`src/hdl/rfah_pkg.sv`:
```
// shared types and constants for the range frame alert block
package rfah_pkg;

   localparam int unsigned MaxFrameLen = 1024;
   localparam int unsigned FrameCntW   = $clog2(MaxFrameLen + 1);
   localparam int unsigned DistW       = 16;
   localparam int unsigned RatioW      = 9;
   localparam int unsigned TripW       = 8;
   localparam int unsigned CsrIdxW     = 3;
   localparam int unsigned CsrDataW    = 16;
   localparam int unsigned ProdW       = RatioW + FrameCntW;

   localparam logic [FrameCntW-1:0] FrameCntMax = FrameCntW'(MaxFrameLen);
   localparam logic [DistW-1:0]     DistNoEcho  = {DistW{1'b1}};

   typedef enum logic [1:0] {
      MODE_SAMPLE = 2'd0,
      MODE_MANUAL = 2'd1,
      MODE_FORCE  = 2'd2,
      MODE_EMPTY  = 2'd3
   } mode_type;

   typedef enum logic [CsrIdxW-1:0] {
      CSR_MIN_RANGE      = 3'd0,
      CSR_MAX_RANGE      = 3'd1,
      CSR_ZERO_BAD       = 3'd2,
      CSR_MAX_VALID      = 3'd3,
      CSR_DISCARD_RATIO  = 3'd4,
      CSR_TRIPS_TO_SET   = 3'd5,
      CSR_TRIPS_TO_CLEAR = 3'd6
   } csr_idx_type;

   typedef struct packed {
      logic [DistW-1:0]  min_range;
      logic [DistW-1:0]  max_range;
      logic              zero_bad;
      logic [DistW-1:0]  max_valid;
      logic [RatioW-1:0] discard_ratio_q8;
      logic [TripW-1:0]  trips_to_set;
      logic [TripW-1:0]  trips_to_clear;
   } cfg_type;

   typedef struct packed {
      logic                 alert_level;
      logic                 has_published;
      logic [TripW-1:0]     good_streak;
      logic [TripW-1:0]     bad_streak;
      logic                 manual_mode;
      logic                 forced_alert;
      logic [FrameCntW-1:0] impossible_count;
      logic [FrameCntW-1:0] sample_count;
      logic                 frame_bad;
   } state_type;

   localparam cfg_type CfgReset = '{
      min_range:        16'd200,
      max_range:        16'd2000,
      zero_bad:         1'b1,
      max_valid:        16'd6000,
      discard_ratio_q8: 9'd128,
      trips_to_set:     8'd2,
      trips_to_clear:   8'd3
   };

endpackage

```
`src/hdl/range_frame_alert_hysteresis.sv`:
```
// top level of the range frame alert block: registers, config port, output buffer
//
// Distance samples enter on the req_ channel (req_valid/req_ready), grouped into
// frames by req_last_in_frame; req_mode also carries manual-mode, forced-alert and
// empty-frame words. Each word is evaluated in the cycle it is accepted; any alert
// word is registered on rsp_ (rsp_valid/rsp_ready), or in the skid register when
// rsp_ stalls. Throughput is one word per cycle while req_ready is high; the 9x11
// frame-end multiply, compare and streak update lie between state and result regs.
// Registers are written on the csr_ channel (csr_index, csr_data), always ready;
// write them only while the block is idle. Unknown indexes are ignored.
// Reset restores the register defaults and clears the streaks, the frame
// accumulators, the alert level and the output buffer.
// When rsp_ready is low, one more result is held in a skid register; req_ready
// drops only while that skid register is occupied.
module range_frame_alert_hysteresis (
   input  logic                           clock,
   input  logic                           reset,
   input  logic                           req_valid,
   output logic                           req_ready,
   input  logic [1:0]                     req_mode,
   input  logic [rfah_pkg::DistW-1:0]     req_distance,
   input  logic                           req_last_in_frame,
   input  logic                           req_flag_value,
   output logic                           rsp_valid,
   input  logic                           rsp_ready,
   output logic                           rsp_alert,
   input  logic                           csr_valid,
   output logic                           csr_ready,
   input  logic [rfah_pkg::CsrIdxW-1:0]   csr_index,
   input  logic [rfah_pkg::CsrDataW-1:0]  csr_data
);

   rfah_pkg::cfg_type   cfg_ff;
   rfah_pkg::state_type state_ff;
   rfah_pkg::state_type state_in;
   logic                pub;
   logic                pub_alert;
   logic                accept;
   logic                gen;
   logic                take;
   logic                rsp_valid_ff;
   logic                rsp_alert_ff;
   logic                skid_valid_ff;
   logic                skid_alert_ff;

   rfah_core u_core (
      .cfg           (cfg_ff),
      .state         (state_ff),
      .mode          (req_mode),
      .distance      (req_distance),
      .last_in_frame (req_last_in_frame),
      .flag_value    (req_flag_value),
      .state_next    (state_in),
      .pub           (pub),
      .pub_alert     (pub_alert)
   );

   assign req_ready = !skid_valid_ff;
   assign csr_ready = 1'b1;
   assign rsp_valid = rsp_valid_ff;
   assign rsp_alert = rsp_alert_ff;
   assign accept    = req_valid && req_ready;
   assign gen       = accept && pub;
   assign take      = rsp_valid_ff && rsp_ready;

   always_ff @(posedge clock) begin
      if (reset) begin
         cfg_ff <= rfah_pkg::CfgReset;
      end else if (csr_valid && csr_ready) begin
         unique case (rfah_pkg::csr_idx_type'(csr_index))
            rfah_pkg::CSR_MIN_RANGE:      cfg_ff.min_range <= csr_data;
            rfah_pkg::CSR_MAX_RANGE:      cfg_ff.max_range <= csr_data;
            rfah_pkg::CSR_ZERO_BAD:       cfg_ff.zero_bad <= csr_data[0];
            rfah_pkg::CSR_MAX_VALID:      cfg_ff.max_valid <= csr_data;
            rfah_pkg::CSR_DISCARD_RATIO:
               cfg_ff.discard_ratio_q8 <= csr_data[rfah_pkg::RatioW-1:0];
            rfah_pkg::CSR_TRIPS_TO_SET:   cfg_ff.trips_to_set <= csr_data[rfah_pkg::TripW-1:0];
            rfah_pkg::CSR_TRIPS_TO_CLEAR:
               cfg_ff.trips_to_clear <= csr_data[rfah_pkg::TripW-1:0];
            default: begin
            end
         endcase
      end
   end

   always_ff @(posedge clock) begin
      if (reset) begin
         state_ff <= '0;
      end else if (accept) begin
         state_ff <= state_in;
      end
   end

   // output register with one skid entry behind it
   always_ff @(posedge clock) begin
      if (reset) begin
         rsp_valid_ff  <= 1'b0;
         skid_valid_ff <= 1'b0;
      end else if (take) begin
         if (skid_valid_ff) begin
            rsp_valid_ff  <= 1'b1;
            skid_valid_ff <= 1'b0;
         end else begin
            rsp_valid_ff <= gen;
         end
      end else if (!rsp_valid_ff) begin
         rsp_valid_ff <= gen;
      end else if (gen) begin
         skid_valid_ff <= 1'b1;
      end
   end

   always_ff @(posedge clock) begin
      if (take && skid_valid_ff) begin
         rsp_alert_ff <= skid_alert_ff;
      end else if (gen && (take || !rsp_valid_ff)) begin
         rsp_alert_ff <= pub_alert;
      end
      if (gen && !take && rsp_valid_ff) begin
         skid_alert_ff <= pub_alert;
      end
   end

endmodule

```
`src/hdl/rfah_core.sv`:
```
// next-state and publish logic for one word of the range frame alert block
module rfah_core (
   input  rfah_pkg::cfg_type           cfg,
   input  rfah_pkg::state_type         state,
   input  logic [1:0]                  mode,
   input  logic [rfah_pkg::DistW-1:0]  distance,
   input  logic                        last_in_frame,
   input  logic                        flag_value,
   output rfah_pkg::state_type         state_next,
   output logic                        pub,
   output logic                        pub_alert
);

   logic [rfah_pkg::DistW-1:0]     dist_mm;
   logic [rfah_pkg::FrameCntW-1:0] samp_n;
   logic [rfah_pkg::FrameCntW-1:0] imp_n;
   logic                           bad_n;
   logic [rfah_pkg::ProdW-1:0]     lhs;
   logic [rfah_pkg::ProdW-1:0]     rhs;
   logic                           drop;
   logic [rfah_pkg::TripW-1:0]     good_j;
   logic [rfah_pkg::TripW-1:0]     bad_j;
   logic                           want_j;
   logic                           judge_good;
   logic                           do_judge;
   logic                           do_publish;
   logic                           level;

   // sample accumulation, frame-bad check and discard-ratio compare
   always_comb begin
      dist_mm = (distance == rfah_pkg::DistNoEcho) ? '0 : distance;
      samp_n = (state.sample_count < rfah_pkg::FrameCntMax) ?
               state.sample_count + 1'b1 : state.sample_count;
      imp_n = ((dist_mm > cfg.max_valid) &&
               (state.impossible_count < rfah_pkg::FrameCntMax)) ?
              state.impossible_count + 1'b1 : state.impossible_count;
      bad_n = state.frame_bad || (cfg.zero_bad && (dist_mm == '0)) ||
              (dist_mm < cfg.min_range) || (dist_mm > cfg.max_range);
      lhs  = rfah_pkg::ProdW'({imp_n, 8'd0});
      rhs  = rfah_pkg::ProdW'(cfg.discard_ratio_q8) * rfah_pkg::ProdW'(samp_n);
      drop = lhs > rhs;
   end

   // streaks and hysteresis for a frame that is kept
   always_comb begin
      good_j = state.good_streak;
      bad_j  = state.bad_streak;
      if (judge_good) begin
         bad_j = '0;
         if (state.good_streak < cfg.trips_to_clear) good_j = state.good_streak + 1'b1;
      end else begin
         good_j = '0;
         if (state.bad_streak < cfg.trips_to_set) bad_j = state.bad_streak + 1'b1;
      end
      want_j = state.alert_level;
      if (!state.alert_level && (bad_j >= cfg.trips_to_set)) want_j = 1'b1;
      else if (state.alert_level && (good_j >= cfg.trips_to_clear)) want_j = 1'b0;
   end

   always_comb begin
      state_next = state;
      judge_good = 1'b0;
      do_judge   = 1'b0;
      do_publish = 1'b0;
      level      = state.forced_alert;
      unique case (rfah_pkg::mode_type'(mode))
         rfah_pkg::MODE_MANUAL: begin
            state_next.manual_mode = flag_value;
         end
         rfah_pkg::MODE_FORCE: begin
            state_next.forced_alert = flag_value;
            level      = flag_value;
            do_publish = state.manual_mode;
         end
         rfah_pkg::MODE_EMPTY: begin
            state_next.sample_count     = '0;
            state_next.impossible_count = '0;
            state_next.frame_bad        = 1'b0;
            do_publish = state.manual_mode;
            do_judge   = !state.manual_mode;
         end
         rfah_pkg::MODE_SAMPLE: begin
            if (last_in_frame) begin
               state_next.sample_count     = '0;
               state_next.impossible_count = '0;
               state_next.frame_bad        = 1'b0;
               judge_good = !bad_n;
               do_publish = state.manual_mode;
               do_judge   = !state.manual_mode && !drop;
            end else begin
               state_next.sample_count     = samp_n;
               state_next.impossible_count = imp_n;
               state_next.frame_bad        = bad_n;
            end
         end
         default: begin
         end
      endcase

      if (do_judge) begin
         state_next.good_streak = good_j;
         state_next.bad_streak  = bad_j;
         level      = want_j;
         do_publish = 1'b1;
      end

      // publish on change or on the first publication
      pub = do_publish && (!state.has_published || (level != state.alert_level));
      pub_alert = level;
      if (pub) begin
         state_next.alert_level   = level;
         state_next.has_published = 1'b1;
      end
   end

endmodule
```
`config.mk`:
```
export PLATFORM = sky130hd
export DESIGN_NAME = range_frame_alert_hysteresis
export DESIGN_NICKNAME = d
export VERILOG_FILES = /design/src/hdl/rfah_pkg.sv /design/src/hdl/range_frame_alert_hysteresis.sv /design/src/hdl/rfah_core.sv
export SDC_FILE = /design/constraint.sdc
export NUM_CORES = 1
export LEC_CHECK = 0
export BUFFER_PORTS_ARGS = -buffer_cell sky130_fd_sc_hd__clkbuf_2
export CORE_UTILIZATION = 50
export CTS_CLUSTER_DIAMETER = 150
export DETAILED_ROUTE_END_ITERATION = 16
export PLACE_DENSITY = 0.67
export SLEW_MARGIN = 15
export SYNTH_ARGS = -nofsm -noshare
export SYNTH_HDL_FRONTEND = slang
export SYNTH_SLANG_ARGS = --single-unit
```
`constraint.sdc`:
```
create_clock -name clock -period 19.8 [get_ports clock]
set_input_delay 3.96 -clock clock [delete_from_list [all_inputs] [get_ports clock]]
set_output_delay 3.96 -clock clock [all_outputs]
set_load 0.05 [all_outputs]
```
# --- After elaboration in Yosys (flattened, before gate mapping) ---
# Cells that the tools add are included.
# W data, S select, Z words.
op_classes:
  add_sub_neg: 4
  n_mul: 1
  n_lt_le_gt_ge: 10
  n_eq_ne: 11
  n_mux: 25
  reduce_logical: 45
op_table:
  columns: ["cell", "n"]
  rows:
  - ["$pmux W23 S2", 1]
  - ["$gt A16 B16 Y1", 2]
  - ["$mux W8", 4]
  - ["$reduce_and A2 Y1", 12]
  - ["$mux W23", 1]
  - ["$add A11 B1 Y11 const B", 2]
  - ["$lt A11 B11 Y1 const B", 2]
  - ["$mux W11", 2]
  - ["$gt A19 B20 Y1", 1]
  - ["$mul A9 B11 Y20", 1]
  - ["$add A8 B1 Y8 const B", 2]
  - ["$eq A16 B16 Y1 const B", 1]
  - ["$ge A8 B8 Y1", 2]
  - ["$logic_not A16 Y1", 1]
  - ["$lt A16 B16 Y1", 1]
  - ["$lt A8 B8 Y1", 2]
  - ["$mux W16", 1]
  - ["$mux W1", 14]
  - ["$logic_and A1 B1 Y1", 13]
  - ["$eq A3 B3 Y1 const B", 3]
  - ["$logic_not A1 Y1", 8]
  - ["$eq A3 B2 Y1 const B", 2]
  - ["$logic_or A1 B1 Y1", 5]
  - ["$eq A2 B2 Y1 const B", 2]
  - ["other kinds (8)", 11]
word_totals:
  ff_bits: 121
  input_bits: 44
  out_inout_bits: 4
  elab_cells: 116

# --- Depth between registers and ports, before layout ---
# Gate-level depths: netlist of the first run.
logic_depth:
  word_depth: 23
  depth_mapped: 34
  depth_no_buf: 34

# --- Modules after synthesis ---
# A second synthesis of the first run with hierarchy kept.
hier_totals:
  cells_unflattened: 1474
  hier_area_um2: 11632.4
modules_own_cells:
  columns: ["module", "instances", "cells_each", "area_per_inst_um2", "seq_area_each_um2"]
  rows:
  - ["rfah_core", 1, 955, 7255.7, 0.0]
  - ["range_frame_alert_hysteresis", 1, 519, 4376.7, 2442.3]

# --- Worst setup path after synthesis of the first run ---
# Ideal clock, no wire load.
synth_timing:
  path_type: "input -> register"
  from: "input req_distance[1] in the netlist's numbering"
  to: "register skid_alert_ff (enable)"
  setup_time_ns: 0.326
  arrival_ns: 9.055
  t_required_ns: 19.474
  path_slack_ns: 10.419
  cell_stages: 25
  path_buffers: 3
  cell_sequence: "nand4_1 nor4_4 clkbuf_1 nor2b_1 ha_1 a21o_1 a21o_1 a21o_1 a21o_1 a211o_1 a221o_1 buf_2 and2_1 buf_6 mux2_2 ha_1 nand4b_1 nor3_1 and4_1 a221oi_1 o22ai_1 or2_2 a211oi_2 nor3_2 nor4_1"
synth_via:
  elab_chain_cells: 22
  word_cells_on_any_way: 36
  classes_between: "6 x order compare; 2 x eq/ne; 12 x mux; 16 x reduce/logical"
synth_lines:
  columns: ["item", "line_no", "rtl"]
  rows:
  - ["start, declared", "range_frame_alert_hysteresis.sv:21", "input logic [rfah_pkg::DistW-1:0] req_distance,"]
  - ["$eq A16 B16 Y1", "rfah_core.sv:31", "dist_mm = (distance == rfah_pkg::DistNoEcho) ? '0 : distance;"]
  - ["$mux W16 (*)", "rfah_core.sv:31", null]
  - ["branches (longest 16 deep; another with $gt A19 B20 Y1)", null, null]
  - ["$logic_and A1 B1 Y1 (*)", "rfah_core.sv:108", "pub = do_publish && (!state.has_published || (level != state.alert_level));"]
  - ["$logic_and A1 B1 Y1 (*)", "range_frame_alert_hysteresis.sv:63", "assign gen = accept && pub;"]
  - ["$logic_and A1 B1 Y1 (*) (2 in series)", "range_frame_alert_hysteresis.sv:119", "if (gen && !take && rsp_valid_ff) begin"]
  - ["end signal, assigned", "range_frame_alert_hysteresis.sv:120", "skid_alert_ff <= pub_alert;"]
  - ["end, declared", "range_frame_alert_hysteresis.sv:44", "logic skid_alert_ff;"]
# Mark *: on every way between the ends.
# A chain may end at the register's enable or synchronous reset.

# --- Worst setup path after layout of the first run ---
layout_timing:
  from: "input req_distance[0] in the netlist's numbering"
  to: "register skid_alert_ff (enable)"
# Same word-level chain as after synthesis.

==> results of run 1 <==
==> flip-flops by register name, summed over array words and instances (netlist names) <==
register and flops:
state_ff 43, skid_alert_ff 1, rsp_alert 1, skid_valid_ff 1
cfg_ff 74, rsp_valid 1
==> per-layer routing <==
layer / up-vias / track usage (%) / routed length, um
met5: - / 0 / 0
met4: 0 / 7.53 / 449
met3: 44 / 3.27 / 952
li1: 4654 / - / -
met2: 201 / 40.9 / 12600
met1: 4456 / 31.0 / 11700
==> synth_stat cells, drive strengths merged (4+ instances only) <==
cell	count	share of area [%]
nand2	198	6.7
inv	156	5.3
ha	138	16
dfxtp	119	22
a21oi	97	4.4
nor2	81	2.8
fa	64	12
and2	55	3.1
o21ai	39	1.8
nor2b	38	2.2
clkbuf	36	1.2
xnor2	27	2.3
a21o	21	1.4
nand3	21	0.95
nand4	21	1.2
nand2b	18	1.0
a211o	16	1.3
nand3b	15	1.0
xor2	15	1.2
nor3	14	0.68
a22oi	11	0.75
a31oi	11	0.62
nor4	11	0.76
and4	10	0.79
buf	10	0.51
o21a	10	0.68
and3	9	0.51
mux2i	9	0.82
o31ai	9	0.61
nand4b	8	0.64
or3	7	0.40
a211oi	6	0.50
a32o	6	0.54
or2	5	0.28
nor3b	4	0.27
==> critical path, stage by stage <==
cell and delay [ns]:
sky130_fd_sc_hd__clkbuf_2 0.11, sky130_fd_sc_hd__nand4_1 0.21, sky130_fd_sc_hd__nor4_4 0.85, sky130_fd_sc_hd__nor2b_1 0.19
sky130_fd_sc_hd__ha_1 0.35, sky130_fd_sc_hd__a21o_1 0.18, sky130_fd_sc_hd__a21o_1 0.17, sky130_fd_sc_hd__a21o_1 0.17
sky130_fd_sc_hd__a21o_1 0.16, sky130_fd_sc_hd__a211o_1 0.29, sky130_fd_sc_hd__a221o_1 0.45, sky130_fd_sc_hd__and2_1 0.31
sky130_fd_sc_hd__mux2_2 0.32, sky130_fd_sc_hd__ha_1 0.31, sky130_fd_sc_hd__nand4b_1 0.11, sky130_fd_sc_hd__nor3_1 0.05
sky130_fd_sc_hd__and4_1 0.17, sky130_fd_sc_hd__a221oi_1 0.54, sky130_fd_sc_hd__o22ai_1 0.25, sky130_fd_sc_hd__or2_2 0.33
sky130_fd_sc_hd__a211oi_2 0.25, sky130_fd_sc_hd__nor3_2 0.10, sky130_fd_sc_hd__nor4_1 0.26
==> final timing paths <==
| check | end | slack, ns | startpoint | cells past startpoint |
|---|---|---|---|---|
| worst max-delay path | skid_alert_ff | 9.80 | req_distance[0] | 23 |
| worst max register to register | skid_alert_ff | 11.15 | state_ff[1] | 29 |
| worst min-delay path | cfg_ff[40] | 0.45 | cfg_ff[40] | 2 |
| worst min register to register | cfg_ff[40] | 0.45 | cfg_ff[40] | 2 |
==> cells by family (layout without fill, tap and decap cells) <==
kind of cell    count (synthesis)  after routing
xor+xnor                       42             42
fa+ha+maj                     202            202
simple gates                  523            523
compound gates                254            254
flops                         121            121
mux                            12             12
other cells                     1              1
buf+inv                       202            238
==> per-stage QoR <==
step / cells / hold WS (ns)
finish: 1668 / 0.453
global route: 1668 / 0.469
CTS: 1668 / 0.455
detailed placement: 1637 / 0.447
global placement: 1637 / 0.442
floorplan: 1357 / 0.436
==> final cells by class <==
| cell class | count | area, um^2 |
|---|---|---|
| sequential | 121 | 2440 |
| clock buffer | 23 | 509 |
| clock inverter | 8 | 108 |
| fill | 2028 | 9270 |
| timing repair buffer | 51 | 270 |
| multi-input combinational | 1034 | 7830 |
| inverter | 156 | 586 |
| tap | 275 | 344 |
==> power breakdown <==
part	total, uW	internal (uW)	switching (uW)
Clock	323	206	117
Combinational	65.8	24.9	40.9
Sequential	253	249	3.95
==> impl_metrics.py, run 1 <==
metrics = {
    "run_status": {
        "run_status": "completed",
    },
    "setup_path": {
        "crit_path_max_fanout": 18,
        "crit_path_end_kind": "flip-flop",
        "cp-start-kind": "input port",
        "path_class": "in -> reg",
        "critPathArrivalTime_ns": 10.10,
        "crit_required_ns": 19.90,
    },
    "pwr": {
        "power.ir.vdd_worst_v": 0.0000621,
        "power.density_cell_area_nw_per_um2": 53.1,
        "power_leakage_uw": 0.00552,
        "post-layout-total-power_uw": 642,
    },
    "timing": {
        "final_hold_violating_endpoints": 0,
        "tightestPinTransition_ns": 1.08,
        "slew_headroom_pct": 26.9,
        "fin_ws_ns": 9.80,
        "min_period_over_period_pct": 50.5,
        "final-setup-viol-count": 0,
        "max_freq_mhz": 100,
        "report.final.slew_viol_count": 0,
        "layout_min_cycle_time_ns": 10.0,
        "fin_setup_tns_ns": 0,
        "clock_skews_ns": 0.00898,
        "unrepaired_setup_endpoints_after_global_routing": "false",
    },
    "global_routing": {
        "grt_use_total_pct": 23.9,
        "antenna_found_initial": 0,
        "first_global_vias": 9128,
        "grt_pass1_wl_um": 43200,
        "grt_max_degree": 94,
        "grt_remaining_overflow": 0,
    },
    "placement": {
        "gpl.final_weighted_congestion": 0.838,
        "dpl-instance-area_um2": 11500,
        "dp_hpwl_um": 19300,
        "port_buffers": 46,
        "place_ws_ns": 9.36,
    },
    "logic_synthesis": {
        "synth_enable_flop_cells": 2,
        "synth-xor-area-share_pct": 3.51,
        "mappedNetlistArea_um2": 11000,
        "mapped_cells": 1357,
        "yosys.cell_types.count": 73,
        "ys.warnings.count": 0,
        "synth_flop_cell": "sky130_fd_sc_hd__dfxtp_1",
        "dominant_combinational_cell_family_by_area_after_synthesis": "adder cells",
        "yosys_register_bits": 121,
        "syn-num-nets": 1603,
        "synth-simple-area-share_pct": 23.9,
        "synth_adder_area_share_pct": 27.3,
        "seq_area_frac_synth_pct": 22.1,
        "synth_compound_gate_area_share_pct": 15.0,
        "synthMuxAreaShare_pct": 1.12,
        "share_of_flip_flops_with_an_asynchronous_set_or_reset_pct": 0,
        "syn_avg_cell_area_um2": 8.13,
    },
    "die": {
        "design.core.area_um2": 21400,
        "initial_utilization_pct": 51.6,
        "rows": 53,
        "die_h_um": 151,
        "fp.dieW_um": 151,
        "die-area_um2": 22700,
        "io_pins": 48,
    },
    "clock_network": {
        "tritoncts": "built",
        "buffer_depth_of_the_longest_clock_path": 2,
        "worstSkewPairLatency_ns": 0.43,
        "cts_made_buffers": 17,
        "clock_tree.htree_level_count": 4,
        "cts_setup_buffers": 0,
        "cts.root.buffer_cell": "sky130_fd_sc_hd__clkbuf_16",
        "ctsHoldBuffers": 0,
        "cts_num_sinks": 121,
        "clk_transition_reported_paths_ns": 0.05,
        "cts_resized": 0,
    },
    "drt": {
        "wl_um": 25700,
        "drt_iter0_markers": 533,
        "detailed_route_drc_error_count": 0,
        "drt_pre_antenna_iters": 5,
        "vias": 9355,
        "viasPerCell": 5.61,
        "drt-wirelength-per-cell_um": 15.4,
        "ant_nets": 0,
    },
    "final_layout": {
        "final_layout_size_suffix_gt1_share_pct": 7.39,
        "final_cell_area_um2": 12100,
        "layout_commonest_cell": "sky130_fd_sc_hd__nand2_1",
        "utilization_pct": 56.6,
        "flow.area_growth_from_synthesis_pct": 9.59,
        "nNetsFinal": 1627,
        "most_frequent_cells_in_the_layout": "198 x sky130_fd_sc_hd__nand2_1, 156 x sky130_fd_sc_hd__inv_1, 138 x sky130_fd_sc_hd__ha_1",
        "num_antenna_cells": 0,
    },
    "run": {
        "maxCapViolCount": 0,
    },
    "worst_hold_path": {
        "worstHoldPathType": "reg -> reg",
    },
}
Power figures use the tool's default switching activity.
==> run 2, diff against run 1 <==
==> constraint.sdc (replaced) <==
create_clock -name clock -period 10.3 [get_ports clock]
set_input_delay 2.06 -clock clock [delete_from_list [all_inputs] [get_ports clock]]
set_output_delay 2.06 -clock clock [all_outputs]
set_load 0.05 [all_outputs]
==> run 2 against run 1 <==
- worst setup slack lost 8.1 ns
- critical path type is now reg -> reg
- largest cell class unchanged
- sequential power rose by 92%
- non-clock buffer count is 2 higher
- clock-buffer cell count shrank 4
- via count down 0.96%
- sequential share of layout area is essentially flat
- power grew 87%
- core utilization shrank 0.094 points
- cell count increased by 0.12%
==> impl_metrics.py, run 2 (synthesis results as in run 1) <==
metrics = {
    "timing": {
        "fin_setup_tns_ns": 0,
        "clock_skews_ns": 0.00883,
        "unrepaired_setup_endpoints_after_global_routing": "false",
        "max_freq_mhz": 117,
        "whs_ns": 0.453,
        "min_period_over_period_pct": 83.3,
        "layout_min_cycle_time_ns": 8.58,
        "final_hold_violating_endpoints": 0,
        "report.final.slew_viol_count": 0,
        "tightestPinTransition_ns": 1.07,
        "final-setup-viol-count": 0,
        "slew_headroom_pct": 28.0,
    },
    "pwr": {
        "power.density_cell_area_nw_per_um2": 99.3,
        "power_leakage_uw": 0.00551,
        "post-layout-total-power_uw": 1200,
        "power.ir.vdd_worst_v": 0.000114,
    },
    "drt": {
        "met3WireLength_um": 781,
        "drt-wirelength-per-cell_um": 15.5,
        "vias": 9265,
        "ant_nets": 0,
        "detailed_route_drc_error_count": 0,
        "detailroute.wirelength.met2_um": 12500,
        "dr.max_layer_used": "met4",
        "wl_um": 25900,
        "detail_route.wirelength.met1_um": 12100,
        "drt_iter0_markers": 411,
        "viasPerCell": 5.55,
        "drt_pre_antenna_iters": 5,
    },
    "die": {
        "die-area_um2": 22700,
        "io_pins": 48,
        "initial_utilization_pct": 51.6,
        "rows": 53,
        "design.core.area_um2": 21400,
        "fp.dieW_um": 151,
        "die_h_um": 151,
    },
    "setup_path": {
        "crit_path_max_fanout": 10,
        "critPathArrivalTime_ns": 8.68,
        "critPathMostFrequentCell": "sky130_fd_sc_hd__fa_1",
        "cpPeakStageDelay_ns": 0.68,
        "path_class": "reg -> reg",
        "library_cell_contributing_the_largest_single_delay_on_the_critical_path": "sky130_fd_sc_hd__xnor2_1",
        "crit_required_ns": 10.40,
        "crit_path_end_kind": "flip-flop",
        "worstRegToRegCells": 29,
        "cp-start-kind": "flip-flop",
    },
    "run": {
        "maxCapViolCount": 0,
    },
    "clock_network": {
        "cts_resized": 0,
        "cts_setup_buffers": 0,
        "buffer_depth_of_the_longest_clock_path": 2,
        "ctsHoldBuffers": 0,
        "cts_made_buffers": 17,
        "cts_num_sinks": 121,
        "clock_tree.htree_level_count": 4,
        "tritoncts": "built",
        "clk_transition_reported_paths_ns": 0.06,
        "cts.root.buffer_cell": "sky130_fd_sc_hd__clkbuf_16",
        "worstSkewPairLatency_ns": 0.42,
    },
    "global_routing": {
        "grt_max_degree": 85,
        "antenna_found_initial": 0,
        "grt_remaining_overflow": 0,
        "grt_use_total_pct": 24.2,
        "first_global_vias": 8915,
        "grt_pass1_wl_um": 43500,
    },
    "run_status": {
        "run_status": "completed",
    },
    "placement": {
        "dp_cells": 1639,
        "gpl.final_weighted_congestion": 0.858,
        "dp_hpwl_um": 19400,
        "port_buffers": 46,
    },
    "final_layout": {
        "most_frequent_cells_in_the_layout": "198 x sky130_fd_sc_hd__nand2_1, 156 x sky130_fd_sc_hd__inv_1, 138 x sky130_fd_sc_hd__ha_1",
        "max_flop_register": "cfg_ff",
        "final_layout_size_suffix_gt1_share_pct": 7.60,
        "num_antenna_cells": 0,
        "flow.area_growth_from_synthesis_pct": 9.41,
        "largest_registers": "cfg_ff: 74 flops, state_ff: 43 flops",
        "largest_reg_flops": 74,
        "layout_commonest_cell": "sky130_fd_sc_hd__nand2_1",
        "nNetsFinal": 1629,
        "instances_no_fill": 1670,
    },
    "worst_hold_path": {
        "min_path_cells": 2,
        "worstHoldPathType": "reg -> reg",
    },
}
[run 2: power breakdown]
part	switching [uW]	total [uW]	internal, uW
logic	79.3	127	48.0
registers	7.61	486	478
clock network	231	585	353
[run 2: through the flow]
stage	worst slack [ns]	instance area, um^2	util [%]
2_1_floorplan	2.80	11000	-
3_3_place_gp	1.94	11500	53.8
3_5_place_dp	1.76	11500	53.8
4_1_cts	1.74	12100	56.5
5_1_grt	1.06	12100	56.5
6_report	1.72	12100	56.5
[run 2: worst paths after layout]
path / startpoint / to / slack [ns]
worst min-delay path: cfg_ff[58] / cfg_ff[58] / 0.45
worst max register to register: state_ff[3] / skid_alert_ff / 1.72
worst min register to register: cfg_ff[58] / cfg_ff[58] / 0.45
worst max-delay path: state_ff[3] / skid_alert_ff / 1.72
[run 2: final cells by class]
cell class	count	area [um^2]
fill	2015	9290
clock buffer	19	464
tap	275	344
sequential	121	2440
multi-input combinational	1034	7830
timing repair buffer	53	285
inverter	156	586
clock inverter	12	118
[run 2: layer usage]
layer | vias up | GRT usage (%)
met5 | - | 0
met4 | 0 | 7.27
met3 | 28 | 2.82
met2 | 156 | 40.8
met1 | 4427 | 32.2
li1 | 4654 | -
[run 2: worst max-delay path: cells and delay by family (launching register included)]
kind	cells	cell delay (ns)
AOI/OAI and AO/OA	7	2.02
xor gates and xnor gates	2	0.85
adders and majority gates	6	2.57
buffers and inverters	2	0.09
DFF	1	0.43
and+or+nand+nor	12	2.27
